==> config.mk <==
export PLATFORM = sky130hd
export DESIGN_NAME = pstc_corr
export DESIGN_NICKNAME = d
export VERILOG_FILES = /design/src/hw/rtl/pstc_pkg.sv /design/src/hw/rtl/pstc_corr.sv
export SDC_FILE = /design/constraint.sdc
export NUM_CORES = 1
export LEC_CHECK = 0
export ABC_AREA = 1
export BUFFER_PORTS_ARGS = -buffer_cell sky130_fd_sc_hd__clkbuf_2
export CAP_MARGIN = 20
export CORE_ASPECT_RATIO = 0.75
export CORE_MARGIN = 8
export CORE_UTILIZATION = 60
export DETAILED_ROUTE_END_ITERATION = 16
export GPL_TIMING_DRIVEN = 0
export PLACE_DENSITY = 0.83
export SYNTH_ARGS = -nofsm -noshare
export SYNTH_HDL_FRONTEND = slang
export SYNTH_SLANG_ARGS = --single-unit
==> constraint.sdc <==
create_clock -name clk -period 0.85 [get_ports clk]
set_input_delay 0.17 -clock clk [delete_from_list [all_inputs] [get_ports clk]]
set_output_delay 0.17 -clock clk [all_outputs]
set_load 0.02 [all_outputs]
==> src/hw/rtl/pstc_pkg.sv <==
`default_nettype none
// ----------------------------------------------------------------------------
// pstc_pkg - shared types and constants of the pressure compensation pipeline
// Field widths, calibration register codes, scaling shifts and the structs
// that carry an item from one pipeline section to the next.
// ----------------------------------------------------------------------------
package pstc_pkg;

	// Port and field widths
	localparam int RAW_W      = 24;
	localparam int COEFF_W    = 16;
	localparam int CFG_IDX_W  = 3;
	localparam int CFG_DATA_W = 16;
	localparam int PRESS_W    = 32;
	localparam int TEMP_W     = 19;

	// Internal widths
	localparam int DT_W    = RAW_W + 1;            // dT, signed
	localparam int Q_W     = 18;                   // TEMP - 2000, signed
	localparam int QSQ_W   = 2 * Q_W;
	localparam int RSQ_W   = 2 * (Q_W + 1);
	localparam int T2_W    = 17;
	localparam int OFF_W   = 41;
	localparam int SENS_W  = 40;
	localparam int PROD_W  = 64;

	// Scaling shifts (all divisions truncate toward zero)
	localparam int SLOPE_SHIFT    = 23;
	localparam int OFF_DT_SHIFT   = 7;
	localparam int SENS_DT_SHIFT  = 8;
	localparam int OFF_C_SHIFT    = 16;
	localparam int SENS_C_SHIFT   = 15;
	localparam int REF_C_SHIFT    = 8;
	localparam int T2_COLD_SHIFT  = 33;
	localparam int T2_WARM_SHIFT  = 37;
	localparam int PRESS_SHIFT    = 21;
	localparam int DIV_NEW_SHIFT  = 13;
	localparam int DIV_OLD_SHIFT  = 15;

	// Temperature anchors in 0.01 C
	localparam int TEMP_REF    = 2000;
	localparam int COLD_OFFSET = 3500;             // -15.00 C relative to 20.00 C

	// Pipeline depth from request to result
	localparam int PIPE_DEPTH = 9;
	localparam int INFLIGHT_W = $clog2(PIPE_DEPTH + 1);

	typedef enum logic [CFG_IDX_W-1:0] {
		REG_SENS        = 3'd0,
		REG_OFFSET      = 3'd1,
		REG_SENS_TEMP   = 3'd2,
		REG_OFFSET_TEMP = 3'd3,
		REG_REF_TEMP    = 3'd4,
		REG_TEMP_SLOPE  = 3'd5,
		REG_VARIANT     = 3'd6
	} cfg_reg_e;

	typedef struct packed {
		logic [COEFF_W-1:0] sens_coeff;
		logic [COEFF_W-1:0] offset_coeff;
		logic [COEFF_W-1:0] sens_temp_coeff;
		logic [COEFF_W-1:0] offset_temp_coeff;
		logic [COEFF_W-1:0] ref_temp_coeff;
		logic [COEFF_W-1:0] temp_slope_coeff;
		logic               newer_variant;
	} cfg_t;

	// Output of the temperature section
	typedef struct packed {
		logic                     valid;
		logic [RAW_W-1:0]         d1;
		logic signed [Q_W-1:0]    q;
		logic [QSQ_W-1:0]         qsq;
		logic [RSQ_W-1:0]         rsq;
		logic signed [TEMP_W-1:0] temp;
		logic signed [OFF_W-1:0]  off_lin;
		logic signed [SENS_W-1:0] sens_lin;
	} temp_stage_t;

	// Output of the correction section
	typedef struct packed {
		logic                     valid;
		logic [RAW_W-1:0]         d1;
		logic signed [TEMP_W-1:0] temp;
		logic signed [OFF_W-1:0]  off;
		logic signed [SENS_W-1:0] sens;
	} corr_stage_t;

endpackage
`default_nettype wire

==> src/hw/rtl/pstc_corr.sv <==
`default_nettype none
// ----------------------------------------------------------------------------
// pstc_corr - second-order correction, stage 5
// Forms OFF2 and SENS2, including the extra cold branch, and applies them.
// ----------------------------------------------------------------------------
module pstc_corr (
	input  wire logic                  clk,
	input  wire logic                  arst_n,
	input  wire logic                  en,
	input  wire pstc_pkg::temp_stage_t stage_in,
	output pstc_pkg::corr_stage_t      stage_out
);

	localparam int OFF_W   = pstc_pkg::OFF_W;
	localparam int SENS_W  = pstc_pkg::SENS_W;
	localparam int Q_W     = pstc_pkg::Q_W;
	localparam int OFF2_W  = OFF_W - 1;
	localparam int SENS2_W = SENS_W - 1;
	localparam logic signed [Q_W-1:0] COLD_LIM = -Q_W'(pstc_pkg::COLD_OFFSET);

	logic                 below_ref, below_cold;
	logic [OFF2_W-1:0]    off2_sq, off2_cold, off2;
	logic [SENS2_W-1:0]   sens2_sq, sens2_cold, sens2;

	logic                             valid_s5;
	logic [pstc_pkg::RAW_W-1:0]       d1_s5;
	logic signed [pstc_pkg::TEMP_W-1:0] temp_s5;
	logic signed [OFF_W-1:0]          off_s5;
	logic signed [SENS_W-1:0]         sens_s5;

	always_comb begin
		below_ref  = stage_in.q[Q_W-1];
		below_cold = stage_in.q < COLD_LIM;

		off2_sq = below_ref ? ((OFF2_W'(stage_in.qsq) * OFF2_W'(3)) >> 1)
			: (OFF2_W'(stage_in.qsq) >> 4);
		off2_cold = below_cold ? OFF2_W'(stage_in.rsq) * OFF2_W'(7) : '0;
		off2      = off2_sq + off2_cold;

		sens2_sq = below_ref ? ((SENS2_W'(stage_in.qsq) * SENS2_W'(5)) >> 3) : '0;
		sens2_cold = below_cold ? (SENS2_W'(stage_in.rsq) << 2) : '0;
		sens2      = sens2_sq + sens2_cold;
	end

	always_ff @(posedge clk or negedge arst_n) begin
		if (!arst_n) begin
			valid_s5 <= 1'b0;
		end else if (en) begin
			valid_s5 <= stage_in.valid;
		end
	end

	always_ff @(posedge clk) begin
		if (en) begin
			d1_s5   <= stage_in.d1;
			temp_s5 <= stage_in.temp;
			off_s5  <= stage_in.off_lin - $signed({1'b0, off2});
			sens_s5 <= stage_in.sens_lin - $signed({1'b0, sens2});
		end
	end

	assign stage_out = '{valid: valid_s5, d1: d1_s5, temp: temp_s5, off: off_s5,
		sens: sens_s5};

endmodule
`default_nettype wire

==> run_results.csv, run 1 <==
group,metric,value,unit
yosys,syn-mean-instance-area,6.46,µm²
yosys,ys_warn_count,0,
yosys,synthDistinctLibCells,52,
yosys,syn_inst,3547,
clocking,cts_buffers,17,
die,io_pins,345,
clocking,clockBufferDepth,2,
die,initial_core_util,60.4,%
yosys,synthFlopType,"edfxtp_1",
placement,dp_hpwl,79.6,mm
yosys,synthArstFlopShare,0.800,%
die,die_w,242,µm
placement,gp_congestion,1.10,
clocking,cts-root-buf,"clkbuf_16",
timing,endpoint_type,"sequential cell input",
global_routing,grt_start_max_net_pins,114,
clocking,cts.sinks,125,
yosys,syn_area,0.0229,mm²
placement,port_buffers,342,
die,fp-row-count,62,
clocking,ctsHtreeMaxLevel,4,
outcome,flow.stopped_at,"global routing (5_1_grt)",
yosys,synth_edf_count,124,
timing,grt_repair_worst_endpoint,"off_s5[39]$_DFFE_PP_/D",
yosys,syn_nets,4103,
outcome,firstError,"[ERROR DPL-0038] Utilization greater than 100%, impossible to legalize",
die,dieHeight,185,µm
outcome,outcome,"aborted with a tool error",
yosys,synth-seq-cells,125,
yosys,ys_seq_area_share,16.4,%
cells in the mapped netlist, types with 8 or more instances:
| cell | n | area, µm² |
|---|---|---|
| nor3_1 | 33 | 165 |
| a21oi_2 | 14 | 123 |
| xnor2_1 | 74 | 648 |
| xor2_1 | 98 | 858 |
| nand2_2 | 10 | 62.6 |
| inv_1 | 537 | 2020 |
| a31oi_1 | 75 | 469 |
| nand2_1 | 792 | 2970 |
| o21bai_1 | 44 | 330 |
| nor2_1 | 492 | 1850 |
| nand3_1 | 157 | 786 |
| fa_1 | 44 | 881 |
| o21ai_1 | 16 | 80.1 |
| o21ai_0 | 231 | 1160 |
| nand4_1 | 35 | 219 |
| o211ai_1 | 8 | 60.1 |
| nor2_2 | 14 | 87.6 |
| ha_1 | 292 | 3650 |
| edfxtp_1 | 124 | 3720 |
| a21o_1 | 33 | 248 |
| clkbuf_1 | 11 | 41.3 |
| a21oi_1 | 301 | 1510 |
| nor4_1 | 11 | 68.8 |
| o21ai_2 | 15 | 131 |
cells by family after synthesis:
kind of cell,share of synthesized area [%]
AND/OR/NAND/NOR,28.5
AO/OA/AOI/OAI,19.4
buffers and inverters,9.31
flip-flops,16.4
multiplexers,0.0492
XOR/XNOR,6.58
adder cells (fa/ha/maj),19.8
through the flow:
step / cell area [µm²] / instances / worst slack [ns]
after floorplan: 23900 / 3547 / -3.79
after global placement: 26200 / 4401 / -5.55
after detailed placement: 26200 / 4402 / -5.47
after CTS: 31500 / 4611 / -4.00
what timing repair did:
item / in CTS
endpoints found under the setup margin: 207
hold buffers: 47
buffers inserted: 130
pin swaps: 266
hold endpoints to repair: 47
resized for setup: 662
==> run 2: changes to the inputs <==
--- a/config.mk
+++ b/config.mk
@@ -8,12 +8,11 @@
 export ABC_AREA = 1
 export BUFFER_PORTS_ARGS = -buffer_cell sky130_fd_sc_hd__clkbuf_2
 export CAP_MARGIN = 20
-export CORE_ASPECT_RATIO = 0.75
 export CORE_MARGIN = 8
-export CORE_UTILIZATION = 60
+export CORE_UTILIZATION = 40
 export DETAILED_ROUTE_END_ITERATION = 16
 export GPL_TIMING_DRIVEN = 0
-export PLACE_DENSITY = 0.83
+export PLACE_DENSITY_LB_ADDON = 0.15
 export SYNTH_ARGS = -nofsm -noshare
 export SYNTH_HDL_FRONTEND = slang
 export SYNTH_SLANG_ARGS = --single-unit
==> run 2 against run 1 <==
  * The flow now finishes, with violations (setup timing)
  * Area after synthesis stayed put
  * Synthesized cell count stayed put
==> run_results.csv, run 2 <==
group,metric,value,unit
die,die_w,255,µm
yosys,synth_compound_area_share,19.4,%
drt,post_drt_wl_per_cell,21.4,µm
setup_path,rr_startpoint,"valid_s5",
yosys,synth.top_cell.area_share,16.3,%
pwr,p_per_area,2560,mW/mm²
clocking,cts_buffers,17,
layout,fin_cells,5042,
min_path,hold_class,"input pin to register",
pwr,comb_power_share,81.0,%
clocking,cts_tree,"built",
layout,multiInputGateArea,0.0253,mm²
timing,final_hold_viol_count,0,
placement,dp_hpwl,79.2,mm
setup_path,worst_ep_arrival_time,5.29,ns
setup_path,crit_top_cell,"nor2_1",
setup_path,critPathTopFamily,"adder cells",
die,fp-row-count,87,
die,initial_core_util,40.5,%
layout,syn2layout_area_growth,64.5,%
yosys,ys_top_cells_by_count,"792 x nand2_1, 537 x inv_1, 492 x nor2_1",
timing,clock_skew,0,ns
drt,viasPerCell,5.68,
layout,fillers,4450,
layout,final_cell_mix,"594 x nand2_1, 442 x inv_1, 279 x clkbuf_2, 279 x nor2_1, 268 x buf_4",
pwr,power_frac_clock,8.0,%
yosys,synthSimpleGateAreaFrac,28.5,%
setup_path,reg2reg_depth,1,
min_path,hold_end,"off_s5[40]",
run,drv_cap,0,
yosys,synthDistinctLibCells,52,
yosys,synth_top_family_by_area,"simple AND/OR/NAND/NOR gates",
timing,fin_crit,5.04,ns
yosys,yosysMostFrequentCell,"nand2_1",
yosys,synthAdderAreaFrac,19.8,%
drt,antenna_left,0,
timing,rsz0062_at_grt,"true",
setup_path,cpMaxStageDelayCell,"fa_1",
global_routing,grt_pass1_wl,148,mm
timing,setup_viol,207,
yosys,synth-seq-cells,125,
die,io_pins,345,
yosys,ys_warn_count,0,
yosys,synth_mux_area_share,0.0492,%
drt,drt_iter0_markers,2538,
yosys,synth_edf_count,124,
global_routing,grtUsageTotal,29.1,%
drt,wirelength,108,mm
layout,final_nets,4817,
timing,max_freq,0.199,GHz
clocking,clockBufferDepth,2,
min_path,hold_depth,2,
global_routing,grt_pass1_vias,26468,
clocking,cts.sinks,125,
yosys,syn_nets,4103,
pwr,p_seq_share,11.0,%
setup_path,path_buf_inv,5,
yosys,ys_seq_area_share,16.4,%
yosys,syn_area,0.0229,mm²
clocking,cts.clk_slew.worst_paths,0.06,ns
layout,largest_register,"off_s5",
setup_path,r2r_slack,0.06,ns
yosys,yosys.area.top_type,"edfxtp_1",
yosys,syn-mean-instance-area,6.46,µm²
layout,reg.largest.list,"off_s5 (41), sens_s5 (40), d1_s5 (24)",
pwr,switching_share,52.1,%
min_path,hold_start,"stage_in[80]",
global_routing,gr-total-overflow,0,
pwr,p_sw,50300,µW
outcome,outcome,"complete, but fails checks",
yosys,synthArstFlopShare,0.800,%
setup_path,cp-start-kind,"input pin",
timing,post-route-period-util,592,%
timing,setup_slack,-4.19,ns
clocking,cts-root-buf,"clkbuf_16",
pwr,p_leak,0.0159,µW
yosys,synth_xor_area_share,6.58,%
global_routing,antenna_found_initial,12,
drt,via_count,28617,
timing,timing.max_slew.rel_slack,29.1,%
timing,maxSlewViolCount,0,
layout,final_common_cell,"nand2_1",
drt,dr.pass1.iters,7,
yosys,synthFlopType,"edfxtp_1",
placement,port_buffers,342,
setup_path,slowest_delay,0.52,ns
layout,drive_above_1_share,47.1,%
clocking,ctsHtreeMaxLevel,4,
placement,gp_congestion,0.962,
yosys,syn_inst,3547,
setup_path,cp.required,1.11,ns
clocking,clk_latency,0.45,ns
outcome,violations,"setup timing",
drt,drc,0,
setup_path,critPathLaunch,"stage_in[101]",
pwr,p_int,46300,µW
setup_path,end_kind,"register",
layout,largest_register_ffs,41,
global_routing,grt_start_max_net_pins,110,
die,die-area,0.0652,mm²
timing,fin_setup_tns,-308.18,ns
yosys,ys_top_cells_by_area,"edfxtp_1 16%, ha_1 16%, nand2_1 13%, inv_1 8.8%, nor2_1 8.1%",
pwr,vdd_drop_max,2100,µV
layout,regArea,0.00375,mm²
die,coreArea,0.0565,mm²
placement,placedCellCount,4646,
setup_path,crit_fanout,5,
setup_path,r2r-end,"valid_s5",
die,dieHeight,255,µm
timing,tightestPinTransition,1.06,ns
setup_path,critical_path_class,"input pin to register",
run 2: cell counts after synthesis:
No cell type changed its count.
run 2: logic make-up (layout without fill, tap and decap cells):
kind of cell               count (synthesis)  after routing
buffers and inverters                    559           1286
DFF                                      125            125
other                                      0             12
AOI/OAI and AO/OA                        774            774
adders and majority gates                336            336
and+or+nand+nor                         1580           1580
muxes                                      1              1
xor gates and xnor gates                 172            172
run 2: area by class of cell:
cell class | instances | area share [%]
Timing Repair Buffer | 695 | 13.0
Antenna cell | 12 | 0.0797
Clock inverter | 15 | 0.465
Clock buffer | 17 | 1.13
Tap cell | 756 | 2.51
Buffer | 19 | 0.379
Inverter | 540 | 5.47
Sequential cell | 125 | 9.95
Multi-Input combinational cell | 2863 | 67.0
run 2: per-stage QoR:
stage	area, µm²	hold slack (ns)	util (%)	total power [µW]	worst slack, ns
final	37700	0.0272	66.7	96600	-4.19
after global routing	37700	0.0433	66.7	101000	-4.32
after CTS	33800	0.0108	59.8	81600	-3.95
after detailed placement	26500	-0.0540	47.0	57900	-5.37
after global placement	26500	-0.0547	46.9	57900	-5.43
after floorplan	23900	-0.126	-	44100	-3.79
run 2: repair_timing:
action / CTS / global route
hold buffers: 46 / 0
resized for setup: 947 / 744
setup endpoints to repair: 207 / 276
endpoints found under the hold margin: 46 / 0
setup buffers: 189 / 125
pin swaps: 367 / 418
run 2: worst max-delay path by stage:
stage	end	cells past startpoint	slack, ns
global route	off_s5[39]	31	-4.32
floorplan	off_s5[40]	33	-3.79
global placement	sens_s5[38]	25	-5.43
finish	off_s5[33]	31	-4.19
CTS	off_s5[39]	27	-3.95
detailed placement	sens_s5[38]	25	-5.37
run 2: layer usage:
layer	wire, µm	global-route usage (%)	part of all wire (%)
met2	50700	49.3	47
met5	13	0	0.012
met1	43200	38.1	40
met4	5880	9.86	5.5
met3	8080	3.39	7.5
run 2: power by group through the flow:
stage	Combinational, µW	Sequential [µW]	Clock [µW]
2_1_floorplan	30800	13300	0
3_3_place_gp	47200	10700	0
3_5_place_dp	47200	10700	0
4_1_cts	63100	10600	7840
5_1_grt	82400	10800	8050
6_report	78300	10600	7740
(Power assumes the default switching activity.)
